$ cat src/rtl/core/wheel_speed_incremental_pid_core_defines.svh
// Assertion helpers shared by the wheel speed PID core.
`ifndef WHEEL_SPEED_INCREMENTAL_PID_CORE_DEFINES_SVH
`define WHEEL_SPEED_INCREMENTAL_PID_CORE_DEFINES_SVH

// Check that the consequent holds in the same cycle as the antecedent.
`define WSPID_ASSERT_SAME(label, clk, rstn, ante, cons, msg) \
    label: assert property (@(posedge clk) disable iff (!(rstn)) (ante) |-> (cons)) \
        else $error(msg);

// Check that the consequent holds in the cycle after the antecedent.
`define WSPID_ASSERT_NEXT(label, clk, rstn, ante, cons, msg) \
    label: assert property (@(posedge clk) disable iff (!(rstn)) (ante) |=> (cons)) \
        else $error(msg);

`endif

$ cat src/rtl/core/wspid_pkg.sv
package wspid_pkg;

    // Fixed field widths
    localparam int WHEEL_W   = 2;
    localparam int WHEEL_EXT = 5;
    localparam int SET_W     = 7;
    localparam int SCALE_W   = 16;
    localparam int COEF_W    = 20;
    localparam int DMAX_W    = 7;
    localparam int DRIVE_W   = 15;
    localparam int ERR_W     = 26;
    localparam int FRAC_W    = 16;
    localparam int PROD_W    = COEF_W + ERR_W;
    localparam int ACC_W     = PROD_W + 2;
    localparam int NEXT_W    = ACC_W - FRAC_W;
    localparam int CMP_W     = 40;
    localparam int ADDR_W    = 5;
    localparam int OUT_TDATA_W = 24;

    // Error saturation bounds, Q.8
    localparam logic signed [CMP_W-1:0] ERR_MAX = CMP_W'(33554431);
    localparam logic signed [CMP_W-1:0] ERR_MIN = -CMP_W'(33554432);

    // Half LSB of the Q.8 result in Q.24
    localparam logic [FRAC_W-1:0] ROUND_HALF = 16'h8000;

    // Register reset values
    localparam logic [SCALE_W-1:0] SCALE_RST = 16'd512;
    localparam logic [COEF_W-1:0]  CUR_RST   = 20'd65798;
    localparam logic [COEF_W-1:0]  PREV_RST  = 20'hEFF7D;
    localparam logic [COEF_W-1:0]  OLD_RST   = 20'd131;
    localparam logic [DMAX_W-1:0]  DMAX_RST  = 7'd80;

    typedef enum logic [2:0] {
        REG_SPEED_SCALE   = 3'd0,
        REG_COEF_CURRENT  = 3'd1,
        REG_COEF_PREVIOUS = 3'd2,
        REG_COEF_OLDER    = 3'd3,
        REG_DRIVE_MAX     = 3'd4
    } reg_idx_t;

    typedef enum logic [2:0] {
        ST_IDLE,
        ST_SPEED,
        ST_ERR,
        ST_P0,
        ST_P1,
        ST_P2,
        ST_OUT
    } fsm_t;

    typedef enum logic [1:0] {
        MUL_PREV,
        MUL_CUR,
        MUL_OLD
    } mul_sel_t;

    typedef struct packed {
        logic [SCALE_W-1:0] scale;
        logic [COEF_W-1:0]  coef_cur;
        logic [COEF_W-1:0]  coef_prev;
        logic [COEF_W-1:0]  coef_old;
        logic [DMAX_W-1:0]  drive_max;
    } cfg_t;

    // One wheel's stored state
    typedef struct packed {
        logic [ERR_W-1:0]   err_last;
        logic [ERR_W-1:0]   err_before;
        logic [DRIVE_W-1:0] drive_last;
    } state_t;

    typedef struct packed {
        logic     take;
        logic     speed_en;
        logic     err_en;
        logic     mul_en;
        mul_sel_t mul_sel;
        logic     acc_load;
        logic     acc_add;
        logic     finish;
    } ctl_t;

endpackage

$ cat src/rtl/core/wheel_speed_incremental_pid_core.sv
// Per-wheel incremental PID speed controller.
// Input stream (s_axis_*): one beat per ended control period, carrying the
// wheel channel, the encoder pulse count and the speed setpoint. The core
// returns one result beat (m_axis_*) per input beat, in order: the wheel, the
// new clamped drive (Q7.8) and a clamp flag in tuser.
// Error history and last drive of each wheel live in one state memory that
// is read on accept and written back when the result is issued.
// Sequence: for a valid wheel the speed product has its own multiplier,
// then one shared multiplier forms the three coefficient products in turn,
// and the core takes no new beat until the result is issued.
// A beat naming a wheel at or beyond WHEELS returns drive 0 and leaves
// the state alone.
// Reset clears the FSM, the output valid flag and the per-wheel valid bits,
// so every wheel starts with zero history and zero drive; registers return
// to their defaults. If the receiver stalls, the result waits in the output
// register; the core takes one more beat and holds the next result until
// the register frees up. Configuration goes through the APB port at byte address
// 4*index; write it only while no beat is in flight; the core does not check.
`include "wheel_speed_incremental_pid_core_defines.svh"

module wheel_speed_incremental_pid_core
    import wspid_pkg::*;
#(
    parameter int WHEELS     = 4,
    parameter int PULSE_BITS = 12
) (
    input  logic                   aclk,
    input  logic                   aresetn,
    // wheel[1:0], pulse_count[PULSE_BITS+1:2], set_speed[PULSE_BITS+8:PULSE_BITS+2]
    input  logic [((PULSE_BITS+9+7)/8)*8-1:0] s_axis_tdata,
    input  logic                   s_axis_tvalid,
    output logic                   s_axis_tready,
    // wheel_out[1:0], drive[16:2]
    output logic [OUT_TDATA_W-1:0] m_axis_tdata,
    // clamped[0]
    output logic                   m_axis_tuser,
    output logic                   m_axis_tvalid,
    input  logic                   m_axis_tready,
    input  logic                   psel,
    input  logic                   penable,
    input  logic                   pwrite,
    input  logic [ADDR_W-1:0]      paddr,
    input  logic [31:0]            pwdata,
    output logic [31:0]            prdata,
    output logic                   pready
);

    localparam int AW = (WHEELS > 1) ? $clog2(WHEELS) : 1;

    logic [SCALE_W-1:0]    scale_reg;
    logic [COEF_W-1:0]     coef_cur_reg;
    logic [COEF_W-1:0]     coef_prev_reg;
    logic [COEF_W-1:0]     coef_old_reg;
    logic [DMAX_W-1:0]     dmax_reg;
    cfg_t                  cfg;
    reg_idx_t              reg_idx;
    logic                  cfg_wr;

    logic [WHEEL_W-1:0]    in_wheel;
    logic [PULSE_BITS-1:0] in_pulse;
    logic [SET_W-1:0]      in_set;
    logic [WHEEL_EXT-1:0]  wheel_ext;
    logic                  wheel_ok;

    ctl_t                  ctl;
    logic                  out_free;
    state_t                ent;
    state_t                wr_ent;
    logic [WHEEL_W-1:0]    wheel_q;
    logic [WHEEL_EXT-1:0]  wheel_q_ext;
    logic                  wheel_q_ok;
    logic                  live_q;
    logic [DRIVE_W-1:0]    drive_new;
    logic                  clamp_new;
    logic                  mem_wr_en;

    logic                  out_valid_reg;
    logic [WHEEL_W-1:0]    wheel_out_reg;
    logic [DRIVE_W-1:0]    drive_out_reg;
    logic                  clamp_out_reg;

    // Configuration registers
    assign pready  = 1'b1;
    assign reg_idx = reg_idx_t'(paddr[ADDR_W-1:2]);
    assign cfg_wr  = psel && penable && pwrite && pready;

    always_ff @(posedge aclk) begin
        if (!aresetn) begin
            scale_reg     <= SCALE_RST;
            coef_cur_reg  <= CUR_RST;
            coef_prev_reg <= PREV_RST;
            coef_old_reg  <= OLD_RST;
            dmax_reg      <= DMAX_RST;
        end else if (cfg_wr) begin
            unique case (reg_idx)
                REG_SPEED_SCALE:   scale_reg     <= pwdata[SCALE_W-1:0];
                REG_COEF_CURRENT:  coef_cur_reg  <= pwdata[COEF_W-1:0];
                REG_COEF_PREVIOUS: coef_prev_reg <= pwdata[COEF_W-1:0];
                REG_COEF_OLDER:    coef_old_reg  <= pwdata[COEF_W-1:0];
                REG_DRIVE_MAX:     dmax_reg      <= pwdata[DMAX_W-1:0];
                default: begin
                end
            endcase
        end
    end

    // Register readback
    always_comb begin
        unique case (reg_idx)
            REG_SPEED_SCALE:   prdata = 32'(scale_reg);
            REG_COEF_CURRENT:  prdata = 32'($signed(coef_cur_reg));
            REG_COEF_PREVIOUS: prdata = 32'($signed(coef_prev_reg));
            REG_COEF_OLDER:    prdata = 32'($signed(coef_old_reg));
            REG_DRIVE_MAX:     prdata = 32'(dmax_reg);
            default:           prdata = '0;
        endcase
    end

    always_comb begin
        cfg.scale     = scale_reg;
        cfg.coef_cur  = coef_cur_reg;
        cfg.coef_prev = coef_prev_reg;
        cfg.coef_old  = coef_old_reg;
        cfg.drive_max = dmax_reg;
    end

    // Unpack the input beat
    assign in_wheel  = s_axis_tdata[WHEEL_W-1:0];
    assign in_pulse  = s_axis_tdata[PULSE_BITS+WHEEL_W-1:WHEEL_W];
    assign in_set    = s_axis_tdata[PULSE_BITS+WHEEL_W+SET_W-1:PULSE_BITS+WHEEL_W];
    assign wheel_ext = WHEEL_EXT'(in_wheel);
    assign wheel_ok  = wheel_ext < WHEEL_EXT'(WHEELS);

    assign out_free  = !out_valid_reg || m_axis_tready;
    assign mem_wr_en = ctl.finish && live_q;

    wspid_ctrl u_ctrl (
        .aclk     (aclk),
        .aresetn  (aresetn),
        .s_valid  (s_axis_tvalid),
        .wheel_ok (wheel_ok),
        .out_free (out_free),
        .s_ready  (s_axis_tready),
        .ctl      (ctl)
    );

    wspid_state_mem #(
        .DEPTH (WHEELS),
        .AW    (AW)
    ) u_state_mem (
        .aclk    (aclk),
        .aresetn (aresetn),
        .rd_en   (ctl.take),
        .rd_addr (wheel_ext[AW-1:0]),
        .rd_data (ent),
        .wr_en   (mem_wr_en),
        .wr_addr (wheel_q_ext[AW-1:0]),
        .wr_data (wr_ent)
    );

    wspid_datapath #(
        .PULSE_BITS (PULSE_BITS)
    ) u_datapath (
        .aclk      (aclk),
        .ctl       (ctl),
        .cfg       (cfg),
        .in_wheel  (in_wheel),
        .in_pulse  (in_pulse),
        .in_set    (in_set),
        .wheel_ok  (wheel_ok),
        .ent       (ent),
        .wheel_q   (wheel_q),
        .live_q    (live_q),
        .wr_ent    (wr_ent),
        .drive_new (drive_new),
        .clamp_new (clamp_new)
    );

    assign wheel_q_ext = WHEEL_EXT'(wheel_q);
    assign wheel_q_ok  = wheel_q_ext < WHEEL_EXT'(WHEELS);

    // Output register: hold the result until the receiver takes the beat
    always_ff @(posedge aclk) begin
        if (!aresetn) begin
            out_valid_reg <= 1'b0;
        end else if (ctl.finish) begin
            out_valid_reg <= 1'b1;
        end else if (m_axis_tready) begin
            out_valid_reg <= 1'b0;
        end
    end

    always_ff @(posedge aclk) begin
        if (ctl.finish) begin
            wheel_out_reg <= wheel_q;
            drive_out_reg <= live_q ? drive_new : '0;
            clamp_out_reg <= live_q && clamp_new;
        end
    end

    assign m_axis_tvalid = out_valid_reg;
    assign m_axis_tdata  = OUT_TDATA_W'({drive_out_reg, wheel_out_reg});
    assign m_axis_tuser  = clamp_out_reg;

    `WSPID_ASSERT_NEXT(a_one_in_flight, aclk, aresetn,
        s_axis_tvalid && s_axis_tready, !s_axis_tready,
        "input taken while an item is in flight")
    `WSPID_ASSERT_SAME(a_finish_room, aclk, aresetn,
        ctl.finish, !out_valid_reg || m_axis_tready,
        "result issued over a pending beat")
    `WSPID_ASSERT_SAME(a_write_live, aclk, aresetn,
        mem_wr_en, wheel_q_ok,
        "state written for a wheel out of range")

endmodule

$ cat src/rtl/core/wspid_state_mem.sv
module wspid_state_mem
    import wspid_pkg::*;
#(
    parameter int DEPTH = 4,
    parameter int AW    = 2
) (
    input  logic          aclk,
    input  logic          aresetn,
    input  logic          rd_en,
    input  logic [AW-1:0] rd_addr,
    output state_t        rd_data,
    input  logic          wr_en,
    input  logic [AW-1:0] wr_addr,
    input  state_t        wr_data
);

    state_t             mem_reg [DEPTH];
    state_t             rd_q_reg;
    logic [DEPTH-1:0]   valid_reg;
    logic               rd_valid_reg;

    // Write port
    always_ff @(posedge aclk) begin
        if (wr_en) begin
            mem_reg[wr_addr] <= wr_data;
        end
    end

    // Registered read port
    always_ff @(posedge aclk) begin
        if (rd_en) begin
            rd_q_reg <= mem_reg[rd_addr];
        end
    end

    // Track written entries; unwritten entries read as zero
    always_ff @(posedge aclk) begin
        if (!aresetn) begin
            valid_reg    <= '0;
            rd_valid_reg <= 1'b0;
        end else begin
            if (wr_en) begin
                valid_reg[wr_addr] <= 1'b1;
            end
            if (rd_en) begin
                rd_valid_reg <= valid_reg[rd_addr];
            end
        end
    end

    assign rd_data = rd_valid_reg ? rd_q_reg : '0;

endmodule

$ cat src/rtl/core/wspid_ctrl.sv
module wspid_ctrl
    import wspid_pkg::*;
(
    input  logic aclk,
    input  logic aresetn,
    input  logic s_valid,
    input  logic wheel_ok,
    input  logic out_free,
    output logic s_ready,
    output ctl_t ctl
);

    fsm_t st_reg;
    fsm_t st_next;

    // State register
    always_ff @(posedge aclk) begin
        if (!aresetn) begin
            st_reg <= ST_IDLE;
        end else begin
            st_reg <= st_next;
        end
    end

    // Sequence one item through the shared multiplier
    always_comb begin
        st_next     = st_reg;
        ctl         = '0;
        ctl.mul_sel = MUL_PREV;
        s_ready     = 1'b0;
        unique case (st_reg)
            ST_IDLE: begin
                s_ready = 1'b1;
                if (s_valid) begin
                    ctl.take = 1'b1;
                    st_next  = wheel_ok ? ST_SPEED : ST_OUT;
                end
            end
            ST_SPEED: begin
                ctl.speed_en = 1'b1;
                st_next      = ST_ERR;
            end
            ST_ERR: begin
                ctl.err_en  = 1'b1;
                ctl.mul_en  = 1'b1;
                ctl.mul_sel = MUL_PREV;
                st_next     = ST_P0;
            end
            ST_P0: begin
                ctl.mul_en   = 1'b1;
                ctl.mul_sel  = MUL_CUR;
                ctl.acc_load = 1'b1;
                st_next      = ST_P1;
            end
            ST_P1: begin
                ctl.mul_en  = 1'b1;
                ctl.mul_sel = MUL_OLD;
                ctl.acc_add = 1'b1;
                st_next     = ST_P2;
            end
            ST_P2: begin
                ctl.acc_add = 1'b1;
                st_next     = ST_OUT;
            end
            ST_OUT: begin
                if (out_free) begin
                    ctl.finish = 1'b1;
                    st_next    = ST_IDLE;
                end
            end
            default: begin
                st_next = ST_IDLE;
            end
        endcase
    end

endmodule

$ cat src/rtl/core/wspid_datapath.sv
module wspid_datapath
    import wspid_pkg::*;
#(
    parameter int PULSE_BITS = 12
) (
    input  logic                  aclk,
    input  ctl_t                  ctl,
    input  cfg_t                  cfg,
    input  logic [WHEEL_W-1:0]    in_wheel,
    input  logic [PULSE_BITS-1:0] in_pulse,
    input  logic [SET_W-1:0]      in_set,
    input  logic                  wheel_ok,
    input  state_t                ent,
    output logic [WHEEL_W-1:0]    wheel_q,
    output logic                  live_q,
    output state_t                wr_ent,
    output logic [DRIVE_W-1:0]    drive_new,
    output logic                  clamp_new
);

    localparam int SPEED_W = PULSE_BITS + SCALE_W;

    logic [WHEEL_W-1:0]       wheel_reg;
    logic                     live_reg;
    logic [PULSE_BITS-1:0]    pulse_reg;
    logic [SET_W-1:0]         set_reg;
    logic [SPEED_W-1:0]       speed_reg;
    logic [SPEED_W-1:0]       speed_next;
    logic [ERR_W-1:0]         err_reg;
    logic [ERR_W-1:0]         err_next;
    logic signed [CMP_W-1:0]  diff;
    logic signed [COEF_W-1:0] coef_op;
    logic signed [ERR_W-1:0]  err_op;
    logic signed [PROD_W-1:0] prod_reg;
    logic signed [PROD_W-1:0] prod_next;
    logic signed [ACC_W-1:0]  acc_reg;
    logic signed [ACC_W-1:0]  acc_next;
    logic signed [NEXT_W-1:0] level;
    logic [DRIVE_W-1:0]       top;

    // Measured speed, Q.8
    assign speed_next = SPEED_W'(pulse_reg) * SPEED_W'(cfg.scale);

    // Error with saturation to the stored width
    always_comb begin
        diff = $signed(CMP_W'({set_reg, 8'h00})) - $signed(CMP_W'(speed_reg));
        if (diff > ERR_MAX) begin
            err_next = ERR_MAX[ERR_W-1:0];
        end else if (diff < ERR_MIN) begin
            err_next = ERR_MIN[ERR_W-1:0];
        end else begin
            err_next = diff[ERR_W-1:0];
        end
    end

    // Select operands of the shared multiplier
    always_comb begin
        case (ctl.mul_sel)
            MUL_CUR: begin
                coef_op = $signed(cfg.coef_cur);
                err_op  = $signed(err_reg);
            end
            MUL_OLD: begin
                coef_op = $signed(cfg.coef_old);
                err_op  = $signed(ent.err_before);
            end
            default: begin
                coef_op = $signed(cfg.coef_prev);
                err_op  = $signed(ent.err_last);
            end
        endcase
        prod_next = PROD_W'(coef_op) * PROD_W'(err_op);
    end

    // Accumulate in Q.24, seeded with last drive and the rounding half
    always_comb begin
        if (ctl.acc_load) begin
            acc_next = ACC_W'(prod_reg)
                     + $signed(ACC_W'({ent.drive_last, ROUND_HALF}));
        end else begin
            acc_next = acc_reg + ACC_W'(prod_reg);
        end
    end

    always_ff @(posedge aclk) begin
        if (ctl.take) begin
            wheel_reg <= in_wheel;
            live_reg  <= wheel_ok;
            pulse_reg <= in_pulse;
            set_reg   <= in_set;
        end
        if (ctl.speed_en) begin
            speed_reg <= speed_next;
        end
        if (ctl.err_en) begin
            err_reg <= err_next;
        end
        if (ctl.mul_en) begin
            prod_reg <= prod_next;
        end
        if (ctl.acc_load || ctl.acc_add) begin
            acc_reg <= acc_next;
        end
    end

    // Clamp the new drive to 0..drive_max
    always_comb begin
        level     = acc_reg[ACC_W-1:FRAC_W];
        top       = DRIVE_W'({cfg.drive_max, 8'h00});
        drive_new = level[DRIVE_W-1:0];
        clamp_new = 1'b0;
        if (level < 0) begin
            drive_new = '0;
            clamp_new = 1'b1;
        end else if (level > $signed(NEXT_W'(top))) begin
            drive_new = top;
            clamp_new = 1'b1;
        end
    end

    // Shift the error history and store the new drive
    always_comb begin
        wr_ent.err_last   = err_reg;
        wr_ent.err_before = ent.err_last;
        wr_ent.drive_last = drive_new;
    end

    assign wheel_q = wheel_reg;
    assign live_q  = live_reg;

endmodule

$ cat config.mk
export PLATFORM = sky130hd
export DESIGN_NAME = wheel_speed_incremental_pid_core
export DESIGN_NICKNAME = d
export VERILOG_FILES = /design/src/rtl/core/wspid_pkg.sv /design/src/rtl/core/wheel_speed_incremental_pid_core.sv /design/src/rtl/core/wspid_state_mem.sv /design/src/rtl/core/wspid_ctrl.sv /design/src/rtl/core/wspid_datapath.sv
export VERILOG_INCLUDE_DIRS = /design/src /design/src/rtl/core
export SDC_FILE = /design/constraint.sdc
export NUM_CORES = 2
export LEC_CHECK = 0
export BUFFER_PORTS_ARGS = -buffer_cell sky130_fd_sc_hd__buf_2
export CAP_MARGIN = 20
export CORE_AREA = 2 2 300 302
export DETAILED_ROUTE_END_ITERATION = 10
export DIE_AREA = 0 0 302 304
export PLACE_DENSITY = 0.81
export SLEW_MARGIN = 20
export SYNTH_ARGS = -nofsm -noshare
export SYNTH_HDL_FRONTEND = slang
export SYNTH_HIERARCHICAL = 1
export SYNTH_SLANG_ARGS = --single-unit
$ cat constraint.sdc
create_clock -name aclk -period 10.3 [get_ports aclk]
set_clock_uncertainty 0.1 [all_clocks]
set_input_delay 1.03 -clock aclk [delete_from_list [all_inputs] [get_ports aclk]]
set_output_delay 1.03 -clock aclk [all_outputs]
set_load 0.05 [all_outputs]
==> flow_summary.json <==
{
  "ys.flop_type": "edfxtp_1",
  "fp.dieW_um": 302,
  "drt_iter0_markers": 3340,
  "worstSetupPathType": "register to register",
  "clk_latency_ns": 0.64,
  "p_clk_frac": 0.275,
  "finalCriticalPeriod_ns": 9.88,
  "port_buffers": 102,
  "largest_reg_flops": 268,
  "routedWlPerCell_um": 21.2,
  "crit_top_cell": "fa_1",
  "irDropWorstVdd_v": 0.000189,
  "required_ns": 10.58,
  "vias": 36600,
  "grt_overflow": 0,
  "critPathSlowestCell": "o21a_1",
  "min_path_type": "register to register",
  "endpoint_kind": "register",
  "syn_avg_cell_area_um2": 10.7,
  "power_leakage_nw": 24.5,
  "cp_max_fo": 43,
  "synth_cell_types": 86,
  "placed_area_mm2": 0.0544,
  "finalHoldViolCount": 0,
  "synth_edf_count": 523,
  "grtUsageTotal": 0.293,
  "clkTransAtPathRegs_ns": 0.06,
  "maxCapViolCount": 0,
  "htreeDepth": 3,
  "final_common_cell": "inv_1",
  "drive_above_1_share": 0.0931,
  "p_sw_mw": 3.10,
  "grt_pass1_wl_um": 208000,
  "holdPathStages": 1,
  "tightest_slew_ns": 1.09,
  "numCtsBuffers": 69,
  "setup.worst_path.end": "u_datapath/prod_reg[44]",
  "synth_seq_area_share": 0.333,
  "num_rows": 110,
  "die_h_um": 304,
  "outcome": "finished, final reports clean",
  "initial_core_util": 0.592,
  "design_area_mm2": 0.0566,
  "crit_path_start_kind": "register",
  "final_cells": 6192,
  "post-place-cells": 6065,
  "cts_root_buf": "clkbuf_16",
  "diodes": 0,
  "final_max_slew_viol_count": 0,
  "gp_congestion": 0.985,
  "cts_sinks": 615,
  "setup_viol": 0,
  "cp_data_arrival_time_ns": 10.15,
  "hold_buffers": 0,
  "r2r_cells": 32,
  "drtAntennaViolNets": 0,
  "syn_area_mm2": 0.0527,
  "layout.nets": 5963,
  "final_cell_mix": "816 x inv_1, 670 x fa_1, 567 x nand2_1, 523 x edfxtp_1, 399 x nor2_1",
  "p_seq_frac": 0.373,
  "wl_um": 131000,
  "r2r-end": "u_datapath/prod_reg[44]",
  "internal_power_mw": 5.61,
  "core_mm2": 0.0890,
  "hold_ws_ns": 0.369,
  "io_pins": 128,
  "p_comb_frac": 0.351,
  "clockBufferDepth": 3,
  "cts_tree": "built",
  "rrSetupSlack_ns": 0.42,
  "max_slew_margin": 0.273,
  "regToRegStartpoint": "u_ctrl/st_reg[1]",
  "fmax_mhz": 101,
  "ys_ff_latch": 615,
  "crit_start": "u_ctrl/st_reg[1]",
  "synthArstFlopShare": 0,
  "dp_hpwl_um": 98300,
  "drt_first_pass_iters": 6,
  "p_sw_frac": 0.356,
  "yosys_warnings": 6,
  "grt_max_degree": 88,
  "drc": 0,
  "grt_pass1_vias": 38600,
  "layout_worst_path_cycle_share": 0.959,
  "cpPeakStageDelay_ns": 0.67,
  "p_per_area_mw_per_mm2": 154,
  "netlist_instances": 4918,
  "antenna_found_initial": 0,
  "die_area_mm2": 0.0918,
  "syn_to_final_growth_pct": 7.47,
  "via_per_inst": 5.91
}
## metal layers
| layer | track usage | part of all wire | vias up |
|---|---|---|---|
| met4 | 0.146 | 0.056 | 0 |
| met3 | 0.0566 | 0.096 | 415 |
| met1 | 0.371 | 0.37 | 18300 |
| li1 | - | - | 16000 |
| met2 | 0.482 | 0.48 | 1867 |
| met5 | 0 | 0 | - |
## cell families (layout without fill, tap and decap cells)
kind of cell | count (synthesis) | after routing | synth area share
AO/OA/AOI/OAI | 600 | 600 | 0.0736
XOR/XNOR | 158 | 158 | 0.0263
buffers and inverters | 1079 | 1167 | 0.0838
other | 2 | 12 | 0.000143
adder cells (fa/ha/maj) | 934 | 934 | 0.317
flip-flops | 615 | 615 | 0.333
multiplexers | 157 | 157 | 0.0482
AND/OR/NAND/NOR | 1373 | 1373 | 0.118
## power by group through the flow
stage	logic, mW	clock network, mW	registers [mW]
6_report	3.06	2.40	3.25
5_1_grt	3.39	2.52	3.27
4_1_cts	3.02	2.43	3.24
3_5_place_dp	2.99	0	3.29
3_3_place_gp	2.90	0	3.28
2_1_floorplan	2.24	0	3.21
## synthesized netlist by cell type, drive strengths merged (6+ instances only)
master,n,area [µm²]
o21ai,143,719
nor2b,31,194
inv,817,3070
xnor2,104,911
fa,670,13400
and2,175,1090
nand3,32,173
a211oi,10,75.1
ha,264,3300
mux2,12,135
mux2i,69,691
or4,7,52.6
o211ai,22,165
mux4,76,1710
a31oi,15,124
a22oi,64,480
nor4,7,50.1
nor2,403,1520
nand4,14,87.6
clkbuf,151,567
nor3b,8,60.1
o21a,63,473
edfxtp,523,15700
or2,9,56.3
and3,14,87.6
a21oi,141,706
a31o,7,61.3
a21boi,6,45.1
nand4b,16,140
nand3b,7,52.6
dfxtp,92,1840
nor3,34,181
o31ai,12,95.1
buf,110,778
nand2,568,2130
a21o,52,390
nand2b,26,163
xor2,54,473
o22ai,8,50.1
o21bai,22,169
or3,12,75.1
## worst min path at each step
| stage | endpoint | from | slack (ns) |
|---|---|---|---|
| 3_5_place_dp | u_state_mem/valid_reg[3] | u_state_mem/valid_reg[3] | 0.36 |
| 5_1_grt | u_state_mem/valid_reg[1] | u_state_mem/valid_reg[1] | 0.39 |
| 2_1_floorplan | u_state_mem/valid_reg[0] | u_state_mem/valid_reg[0] | 0.34 |
| 4_1_cts | coef_cur_reg[14] | coef_cur_reg[14] | 0.37 |
| 3_3_place_gp | u_state_mem/valid_reg[2] | u_state_mem/valid_reg[2] | 0.35 |
| 6_report | u_state_mem/valid_reg[0] | u_state_mem/valid_reg[0] | 0.37 |
## worst max-delay path: cells and delay by family, from the launching register on
family          cells  cell delay (ns)
compound gates     13             3.47
flops               1             0.56
buf+inv             6             0.48
simple gates        3             0.67
xor+xnor            1             0.09
fa+ha+maj           9             4.18
## timing repair
item / CTS / global route
setup endpoints to repair: 0 / 3
buffers inserted: 0 / 1
gates resized for setup: 0 / 1
## layout make-up
type,count,area (µm²)
clock buffers,86,1800
clock inverters,40,404
fillers,6564,32400
inverters,818,3070
multi-input cells,3234,30900
flip-flops and latches,615,17500
well taps,1176,1470
repair buffers,223,1450
## per-stage QoR
stage / power (mW) / TNS [ns] / setup slack (ns) / util
6_report: 8.70 / 0 / 0.425 / 0.636
5_1_grt: 9.17 / -0.0316 / -0.0316 / 0.636
4_1_cts: 8.69 / 0 / 0.387 / 0.636
3_5_place_dp: 6.29 / 0 / 0.445 / 0.611
3_3_place_gp: 6.19 / 0 / 0.593 / 0.611
2_1_floorplan: 5.45 / 0 / 1.54 / -
Power figures use the tool's default switching activity.
